==> src/sv/assert_macros.svh <==
// Assertion macros shared by the row store RTL.
// Simulation builds get concurrent assertions on clk_i and rst_ni; synthesis gets nothing.
`ifndef ASSERT_MACROS_SVH
`define ASSERT_MACROS_SVH
`ifndef SYNTHESIS
// Property must hold at every clock edge outside reset.
`define HTS_ASSERT(lbl, prop, msg) \
  lbl: assert property (@(posedge clk_i) disable iff (!rst_ni) (prop)) else $error(msg);
// Condition must never be true at a clock edge outside reset.
`define HTS_ASSERT_NEVER(lbl, cond, msg) \
  lbl: assert property (@(posedge clk_i) disable iff (!rst_ni) !(cond)) else $error(msg);
`else
`define HTS_ASSERT(lbl, prop, msg)
`define HTS_ASSERT_NEVER(lbl, cond, msg)
`endif
`endif

==> src/sv/hts_pkg.sv <==
// Shared constants, types and a helper function for the Hamming top-k row store.
// Used by hts_row_mem, hts_topk and hamming_topk_row_store_core; depends on nothing.
`timescale 1ns / 1ps

package hts_pkg;

  localparam int ROWS     = 256;
  localparam int SIG_BITS = 64;
  localparam int MAX_K    = 16;

  localparam int ROW_W  = (ROWS > 2) ? $clog2(ROWS) : 1;
  localparam int K_W    = $clog2(MAX_K + 1);
  localparam int KIDX_W = (MAX_K > 1) ? $clog2(MAX_K) : 1;
  localparam int CNT_W  = 7;
  localparam int LIM_W  = 5;
  localparam int NBYTES = (SIG_BITS + 7) / 8;

  typedef enum logic [2:0] {
    CMD_SET    = 3'd0,
    CMD_REMOVE = 3'd1,
    CMD_GET    = 3'd2,
    CMD_QUERY  = 3'd3,
    CMD_CLEAR  = 3'd4
  } cmd_e;

  typedef enum logic [2:0] {
    ST_IDLE,
    ST_GET,
    ST_SCAN,
    ST_DRAIN,
    ST_EMIT
  } state_e;

  localparam logic KIND_ROW      = 1'b0;
  localparam logic KIND_NEIGHBOR = 1'b1;

  localparam logic REG_RESULT_LIMIT = 1'b0;
  localparam logic REG_BIT_COUNT    = 1'b1;

  typedef struct packed {
    logic                wr;
    logic                rd;
    logic                inval;
    logic                clr;
    logic [ROW_W-1:0]    addr;
    logic [SIG_BITS-1:0] wdata;
  } mem_req_t;

  typedef struct packed {
    logic                vld;
    logic                hit;
    logic [ROW_W-1:0]    row;
    logic [SIG_BITS-1:0] data;
  } mem_rsp_t;

  typedef struct packed {
    logic                start;
    logic                score;
    logic [K_W-1:0]      k;
    logic [CNT_W-1:0]    bits;
    logic [SIG_BITS-1:0] query;
  } topk_ctrl_t;

  typedef struct packed {
    logic             busy;
    logic [K_W-1:0]   used;
    logic [CNT_W-1:0] cnt;
    logic [ROW_W-1:0] row;
  } topk_stat_t;

  function automatic logic [3:0] popcnt8(input logic [7:0] b);
    logic [3:0] c;
    c = '0;
    for (int i = 0; i < 8; i++) begin
      c = c + 4'(b[i]);
    end
    return c;
  endfunction

endpackage

==> src/sv/hts_topk.sv <==
// Scoring pipeline and sorted k-best list for queries.
// Depends on hts_pkg and assert_macros.svh; fed by the row memory read port.
`timescale 1ns / 1ps
`include "assert_macros.svh"

module hts_topk (
  input  logic                        clk_i,
  input  logic                        rst_ni,
  input  hts_pkg::topk_ctrl_t         ctrl_i,
  input  hts_pkg::mem_rsp_t           rsp_i,
  input  logic [hts_pkg::KIDX_W-1:0]  emit_idx_i,
  output hts_pkg::topk_stat_t         stat_o
);

  logic [hts_pkg::K_W-1:0]      k_q;
  logic [hts_pkg::SIG_BITS-1:0] mask_q;
  logic [hts_pkg::SIG_BITS-1:0] query_q;
  logic [hts_pkg::SIG_BITS-1:0] mask_d;

  logic                         s1_vld_q;
  logic [hts_pkg::ROW_W-1:0]    s1_row_q;
  logic [3:0]                   s1_bc_q [hts_pkg::NBYTES];
  logic [3:0]                   s1_bc_d [hts_pkg::NBYTES];
  logic                         s2_vld_q;
  logic [hts_pkg::ROW_W-1:0]    s2_row_q;
  logic [hts_pkg::CNT_W-1:0]    s2_cnt_q;
  logic [hts_pkg::CNT_W-1:0]    s2_cnt_d;

  logic [hts_pkg::CNT_W-1:0]    cnt_q [hts_pkg::MAX_K];
  logic [hts_pkg::ROW_W-1:0]    row_q [hts_pkg::MAX_K];
  logic [hts_pkg::CNT_W-1:0]    cnt_d [hts_pkg::MAX_K];
  logic [hts_pkg::ROW_W-1:0]    row_d [hts_pkg::MAX_K];
  logic [hts_pkg::K_W-1:0]      used_q;
  logic [hts_pkg::MAX_K-1:0]    gt;
  logic                         ins_ok;
  logic                         s1_in;

  always_comb begin
    for (int i = 0; i < hts_pkg::SIG_BITS; i++) begin
      mask_d[i] = (hts_pkg::CNT_W'(i) < ctrl_i.bits);
    end
  end

  assign s1_in = rsp_i.vld && rsp_i.hit && ctrl_i.score;

  // Stage one counts agreeing bits per byte; stage two adds the byte counts.
  always_comb begin
    logic [hts_pkg::NBYTES*8-1:0] agree;
    agree = (hts_pkg::NBYTES*8)'(~(query_q ^ rsp_i.data) & mask_q);
    for (int b = 0; b < hts_pkg::NBYTES; b++) begin
      s1_bc_d[b] = hts_pkg::popcnt8(agree[b*8 +: 8]);
    end
  end

  always_comb begin
    s2_cnt_d = '0;
    for (int b = 0; b < hts_pkg::NBYTES; b++) begin
      s2_cnt_d = s2_cnt_d + hts_pkg::CNT_W'(s1_bc_q[b]);
    end
  end

  // Rows arrive in ascending order, so a new entry goes ahead of equal counts:
  // it lands just behind the entries whose count is strictly greater.
  always_comb begin
    for (int i = 0; i < hts_pkg::MAX_K; i++) begin
      gt[i] = (hts_pkg::K_W'(i) < used_q) && (cnt_q[i] > s2_cnt_q);
    end
    ins_ok = (used_q < k_q) || !gt[hts_pkg::KIDX_W'(k_q - hts_pkg::K_W'(1))];
    if (gt[0]) begin
      cnt_d[0] = cnt_q[0];
      row_d[0] = row_q[0];
    end else begin
      cnt_d[0] = s2_cnt_q;
      row_d[0] = s2_row_q;
    end
    for (int i = 1; i < hts_pkg::MAX_K; i++) begin
      if (gt[i]) begin
        cnt_d[i] = cnt_q[i];
        row_d[i] = row_q[i];
      end else if (gt[i-1]) begin
        cnt_d[i] = s2_cnt_q;
        row_d[i] = s2_row_q;
      end else begin
        cnt_d[i] = cnt_q[i-1];
        row_d[i] = row_q[i-1];
      end
    end
  end

  always_ff @(posedge clk_i) begin
    if (ctrl_i.start) begin
      mask_q  <= mask_d;
      query_q <= ctrl_i.query;
    end
    if (s1_in) begin
      s1_row_q <= rsp_i.row;
      s1_bc_q  <= s1_bc_d;
    end
    if (s1_vld_q) begin
      s2_row_q <= s1_row_q;
      s2_cnt_q <= s2_cnt_d;
    end
    if (s2_vld_q && ins_ok) begin
      cnt_q <= cnt_d;
      row_q <= row_d;
    end
  end

  always_ff @(posedge clk_i or negedge rst_ni) begin
    if (!rst_ni) begin
      k_q      <= hts_pkg::K_W'(hts_pkg::MAX_K);
      used_q   <= '0;
      s1_vld_q <= 1'b0;
      s2_vld_q <= 1'b0;
    end else if (ctrl_i.start) begin
      k_q      <= ctrl_i.k;
      used_q   <= '0;
      s1_vld_q <= 1'b0;
      s2_vld_q <= 1'b0;
    end else begin
      s1_vld_q <= s1_in;
      s2_vld_q <= s1_vld_q;
      if (s2_vld_q && ins_ok && (used_q < k_q)) begin
        used_q <= used_q + hts_pkg::K_W'(1);
      end
    end
  end

  assign stat_o.busy = rsp_i.vld | s1_vld_q | s2_vld_q;
  assign stat_o.used = used_q;
  assign stat_o.cnt  = cnt_q[emit_idx_i];
  assign stat_o.row  = row_q[emit_idx_i];

  `HTS_ASSERT(a_used_le_k, used_q <= k_q, "k-best list holds more entries than k")
  `HTS_ASSERT(a_sorted_head, (used_q >= hts_pkg::K_W'(2)) |-> (cnt_q[0] >= cnt_q[1]),
              "k-best list head is out of order")
  `HTS_ASSERT(a_pipe_flow, (s1_vld_q && !ctrl_i.start) |=> s2_vld_q,
              "scored row dropped between pipeline stages")

endmodule

==> config.mk <==
export PLATFORM = sky130hd
export DESIGN_NAME = hts_topk
export DESIGN_NICKNAME = d
export VERILOG_FILES = /design/src/sv/hts_pkg.sv /design/src/sv/hts_topk.sv
export VERILOG_INCLUDE_DIRS = /design/src /design/src/sv
export SDC_FILE = /design/constraint.sdc
export NUM_CORES = 1
export LEC_CHECK = 0
export ABC_CLOCK_PERIOD_IN_PS = 8500
export BUFFER_PORTS_ARGS = -buffer_cell sky130_fd_sc_hd__buf_2
export CAP_MARGIN = 10
export CORE_UTILIZATION = 55
export CTS_BUF_LIST = sky130_fd_sc_hd__clkbuf_8
export DETAILED_ROUTE_END_ITERATION = 12
export MAX_ROUTING_LAYER = met4
export PLACE_DENSITY = 0.75
export SETUP_SLACK_MARGIN = 0.05
export SLEW_MARGIN = 20
export SYNTH_ARGS = -nofsm -noshare
export SYNTH_HDL_FRONTEND = slang
export SYNTH_SLANG_ARGS = --single-unit
export TNS_END_PERCENT = 20
==> constraint.sdc <==
create_clock -name clk_i -period 8.5 [get_ports clk_i]
set_input_delay 0 -clock clk_i [delete_from_list [all_inputs] [get_ports clk_i]]
set_output_delay 0 -clock clk_i [all_outputs]
set_load 0.1 [all_outputs]
# Word level (Yosys, flattened, before mapping)
# Cells that the tools add are included.
[op_classes]
n_addsub = 65
n_lt_le_gt_ge = 99
mux = 42
n_bitwise = 22
n_reduce_logical = 39
[op_table]
columns = ["op", "n"]
rows = [
  ["< comparator 6 x 7 -> 1 bit (first input constant)", 32],
  ["two-way mux 8 bit", 17],
  ["adder 4 x 1 -> 4 bit", 32],
  ["two-way mux 7 bit", 17],
  ["greater-than comparator 7 bit", 16],
  ["< comparator 5 x 7 -> 1 bit (first input constant)", 16],
  ["AND 64 bit", 1],
  ["NOT 64 bit", 1],
  ["bitwise XOR 64 bit", 1],
  ["< comparator 4 x 7 -> 1 bit (first input constant)", 8],
  ["< comparator 4 x 5 -> 1 bit (first input constant)", 8],
  ["adder 3 x 1 -> 4 bit", 8],
  ["binary-select mux 8 bit (select 4 bit)", 1],
  ["AND reduction 2 bit", 16],
  ["adder 7 x 4 -> 7 bit", 4],
  ["binary-select mux 7 bit (select 4 bit)", 1],
  ["< comparator 3 x 7 -> 1 bit (first input constant)", 4],
  ["adder 2 x 1 -> 3 bit", 8],
  ["logical AND 1 bit", 20],
  ["< comparator 3 x 5 -> 1 bit (first input constant)", 4],
  ["adder 1 x 1 -> 2 bit", 8],
  ["NOT 1 bit", 16],
  ["< comparator 1 x 7 -> 1 bit (first input constant)", 2],
  ["< comparator 2 x 7 -> 1 bit (first input constant)", 2],
  ["18 further kinds", 24],
]
[totals]
ff_bits = 435
input_bits = 158
out_inout_bits = 21
wordCells = 316

# Logic depth before layout (Yosys ltp)
[depth]
ltp_word = 10
mapped_depth = 14
mapped_depth_nobuf = 14

# Worst setup path before layout
# Ideal clock, no wire load.
[synth_path]
path_type = "reg2reg"
start = "register s2_cnt_q[4] (netlist bit)"
end = "register cnt_q[10] (netlist bit), enable pin"
setup_ns = 0.410
arrival_time_ns = 4.114
t_required_ns = 8.090
setup_slack_ns = 3.976
path_stages_with_launch = 11
path_buffers = 1
synth_period_minus_slack_ns = 4.524
cell_sequence = "edfxtp_1 inv_1 clkbuf_1 ha_1 a211oi_1 nor2_1 o31ai_1 o311ai_0 a2111oi_0 a31oi_2 a21boi_0"
[synth_between]
elab_chain_cells = 8
word_cells_on_any_way = 39
cone_classes = "order compare (16); mux (2); bitwise (1); reduce/logical (20)"
[synth_lines]
columns = ["item", "line_no", "rtl"]
rows = [
  ["start, declared", "hts_topk.sv:26", "logic [hts_pkg::CNT_W-1:0] s2_cnt_q;"],
  ["start signal, assigned", "hts_topk.sv:101", "s2_cnt_q <= s2_cnt_d;"],
  ["greater-than comparator 7 bit", "hts_topk.sv:66", "gt[i] = (hts_pkg::K_W'(i) < used_q) && (cnt_q[i] > s2_cnt_q);"],
  ["logical AND 1 bit", "hts_topk.sv:66", ""],
  ["binary-select mux 1 bit (select 4 bit)", "hts_topk.sv:68", "ins_ok = (used_q < k_q) || !gt[hts_pkg::KIDX_W'(k_q - hts_pkg::K_W'(1))];"],
  ["two-way mux 1 bit (not written as such)", "hts_topk.sv:68", ""],
  ["zero test 1 bit", "hts_topk.sv:68", ""],
  ["logical OR 1 bit", "hts_topk.sv:68", ""],
  ["logical AND 1 bit", "hts_topk.sv:103", "if (s2_vld_q && ins_ok) begin"],
  ["AND reduction 2 bit (no line) (*)", "-", ""],
  ["end signal, assigned", "hts_topk.sv:104", "cnt_q <= cnt_d;"],
  ["end, declared", "hts_topk.sv:29", "logic [hts_pkg::CNT_W-1:0] cnt_q [hts_pkg::MAX_K];"],
]
# Mark *: on every way between the ends. The rest lies on a longest branch, timed or not. The select of a mux whose other input is x is not followed.
# A chain may end at the register's enable or synchronous reset.

# Final worst setup path
[layout_path]
start = "register s2_cnt_q[4] (netlist bit)"
end = "register row_q[23] (netlist bit), enable pin"
[layout_between]
elab_chain_cells = 8
word_cells_on_any_way = 39
cone_classes = "order compare (16); mux (2); bitwise (1); reduce/logical (20)"
[layout_lines]
columns = ["item", "line_no", "rtl"]
rows = [
  ["greater-than comparator 7 bit", "hts_topk.sv:66", ""],
  ["logical AND 1 bit", "hts_topk.sv:66", ""],
  ["binary-select mux 1 bit (select 4 bit)", "hts_topk.sv:68", ""],
  ["two-way mux 1 bit (not written as such)", "hts_topk.sv:68", ""],
  ["zero test 1 bit", "hts_topk.sv:68", ""],
  ["logical OR 1 bit", "hts_topk.sv:68", ""],
  ["logical AND 1 bit", "hts_topk.sv:103", ""],
  ["AND reduction 2 bit (no line) (*)", "-", ""],
  ["end signal, assigned", "hts_topk.sv:105", "row_q <= row_d;"],
  ["end, declared", "hts_topk.sv:30", "logic [hts_pkg::ROW_W-1:0] row_q [hts_pkg::MAX_K];"],
]
# Marked as above.

==> metrics.md <==
| Metric | Value |
|---|---|
| Synth top area cells | edfxtp_1 (53%), ha_1 (7.7%), mux4_2 (7.0%), mux2_2 (6.6%), fa_1 (4.6%) |
| Post-CTS setup buffers | 0 |
| Number of synthesized register bits | around 440 |
| Element type at the critical path start | flip-flop |
| IO Count | 179 |
| Routed len/inst | 23.1 um |
| Area leader, netlist | edfxtp_1 |
| Unique masters post-synth | 59 |
| RSZ-0062 raised after global routing | no |
| CTS tree | done |
| Post-CTS Resized | 0 |
| Most common cell in the netlist | edfxtp_1 |
| # DRC | 0 |
| Most used cell, CP | buf_4 |
| Synth Warn # | 0 |
| Vias | 16200 |
| Total gr overflow | 0 |
| Post-route clock skew | 0.0351 ns |
| CTS sink cnt | roughly 440 |
| CTS Hold Bufs | 100 |
| Slew HR | about 29% |
| Placed cells | 2475 |
| Largest net degree at the start of global routing | between 80 and 90 |
| Seq/Total Area, Yosys | between 50% and 60% |
| Reg-to-reg startpoint | s2_cnt_q[4] |
| Clock latency on the worst-skew pair | 0.66 ns |
| Outcome | completed |
| RD Place Congestion | between 0.9 and 1 |
| Die Ht | 211 um |
| Initial Util | 55.8% |
| Top cell type's share of synthesized area | between 50% and 60% |
| Max H-tree Level | 3 |
| Drt initial violations | between 1500 and 2000 |
| Fin crit period | around 4.5 ns |
| Number of synthesized flops with an enable pin | around 420 |
| Layout Nets | 2430 |
| HPWL Detailed | between 40000 and 50000 um |
| Worst hold-check path type | input pin to flip-flop |
| CTS root buf | clkbuf_8 |
| TritonCTS buffer count | 76 |
| Area of placed instances | between 20000 and 30000 sq um |
| Initial antenna violation count | 1 |
| Syn Nets | 2127 |
| Die W | 211 um |
| DIE AREA | approximately 45000 sq um |
| FP Rows | 76 |
| Vias in the first global route | ~17000 |
| Top Family by Delay on Critical Path | compound AO/OA/AOI/OAI gates |
| Clock-pin slew on the worst setup and hold paths | 0.06 ns |
| PwrDens | 196 nW/um^2 |
| Tot GR Track Use | ~30% |
| Hold Vio Cnt, Final | 0 |
| WL final | roughly 63000 um |
| Worst Setup End Kind | flip-flop |
| P&R area growth vs syn | 16.7% |
| Synthesized area | 24100 sq um |
| CP max FO | 30 |
| Ys flop type | edfxtp_1 |
| Worst Hold Launch | ctrl_i[17] |
| Max clock buf depth | 3 |
| Post-layout util | between 60% and 70% |
| Leakage | ~11 nW |
| Global-route wire length before repair | around 96000 um |
| Vias per inst | 5.99 |
| Period utilization | around 53% |
| Fin cells | about 2700 |
| Final Setup Violations | 0 |
| Worst path arrival time | slightly below 5 ns |
| Buf+Inv Stages, Crit Path | 4 |
| WS Path Type | flip-flop to flip-flop |
| Max Cap Viol | 0 |
| CP cell instances | inv_1 -> buf_4 -> ha_1 -> a211oi_1 -> nor2_1 -> o31a_1 -> o2bb2ai_1 -> a2111oi_0 -> a31oi_2 -> buf_4 -> a21boi_1 -> buf_4 |
| Top cells by count, synth | edfxtp_1 (423), nand2_1 (165), ha_1 (149), inv_1 (143), mux2_2 (140) |
| Layout cells sized above 1 | 25.7% |
| VDD IR max | approximately 160 uV |
| Worst stage delay on the critical path | ~0.73 ns |
| Remaining antenna violation count after routing | 0 |
| Synth Instances | approximately 1800 |
| Post-Syn Area per Cell | ~14 sq um |
| Port buffer count | approximately 180 |
| Core footprint | about 43000 sq um |
| Final Cell Area | about 28000 sq um |
| Fmax | around 220 MHz |
| CP max stage cell | a21boi_1 |
| CP required | around 8.8 ns |
| Setup tns final | 0 ns |
| DR pass1 iterations | 6 |
| Worst slew pin tran | 1.07 ns |
| Ys async rst share | under 10% |
| Max Slew Vio Count | 0 |
| Critical path startpoint | s2_cnt_q[4] |
==> worst paths after layout <==
kind	to	cells past startpoint	slack (ns)
setup / recovery	row_q[23]	12	3.97
hold / removal	query_q[17]	2	0.05
setup reg to reg	row_q[23]	12	3.97
hold reg to reg	s2_row_q[3]	0	0.40
max in group asynchronous	used_q[2]	3	7.70
min in group asynchronous	used_q[0]	3	0.41
==> layout by cell type, fill, tap and decap left out, drive strengths merged, types with 51 or more instances in the layout <==
cell type,count
ha,149
dlygate4sd3,100
o21ai,139
clkbuf,79
fa,55
mux2,140
inv,169
buf,208
edfxtp,423
mux4,75
nand2,165
a21oi,51
xnor2,74
==> registers in the layout (all words and copies together) (netlist names), 5 cells and up <==
signal	flops
s2_cnt_q	7
mask_q	64
s2_row_q	8
query_q	64
used_q	5
k_q	5
s1_bc_q	32
cnt_q	112
s1_row_q	8
row_q	128
==> stage by stage <==
step                hold WS [ns]  setup WS [ns]  total power [mW]
floorplan                 -0.296           3.98              3.32
global placement          -0.108           4.05              3.59
detailed placement        -0.104           4.06              3.66
CTS                      0.00659           4.01              5.52
global route              0.0176           3.80              5.76
finish                    0.0474           3.97              5.51
==> power breakdown <==
part	leakage (nW)	switching, mW	internal [mW]
Sequential	4.13	0.0630	2.51
Clock	0.808	0.895	0.957
Combinational	6.08	0.642	0.448
==> final cells by class <==
cell class | count | area [sq um]
Timing Repair Buffer | 308 | 2130
Sequential cell | 435 | 13000
Clock inverter | 57 | 328
Tap cell | 585 | 732
Clock buffer | 79 | 1090
Multi-Input combinational cell | 1104 | 10300
Fill cell | 3071 | 15000
Antenna cell | 1 | 2.50
Inverter | 143 | 537
==> logic make-up after synthesis <==
family	share of synthesized area, %
and+or+nand+nor	6.11
xor gates and xnor gates	2.88
AOI/OAI and AO/OA	7.45
muxes	13.6
adders and majority gates	12.3
buffers and inverters	3.58
DFF	54.1
==> metal layers <==
metal  routed length [um]  vias up  global-route usage (%)
met3                 5590      167                    5.40
met5                    0        -                       -
li1                     -     7172                       -
met4                 2330        0                    10.5
met2                30600      861                    48.5
met1                24100     8033                    37.9
No activity file was read; power rests on OpenSTA's default activity.
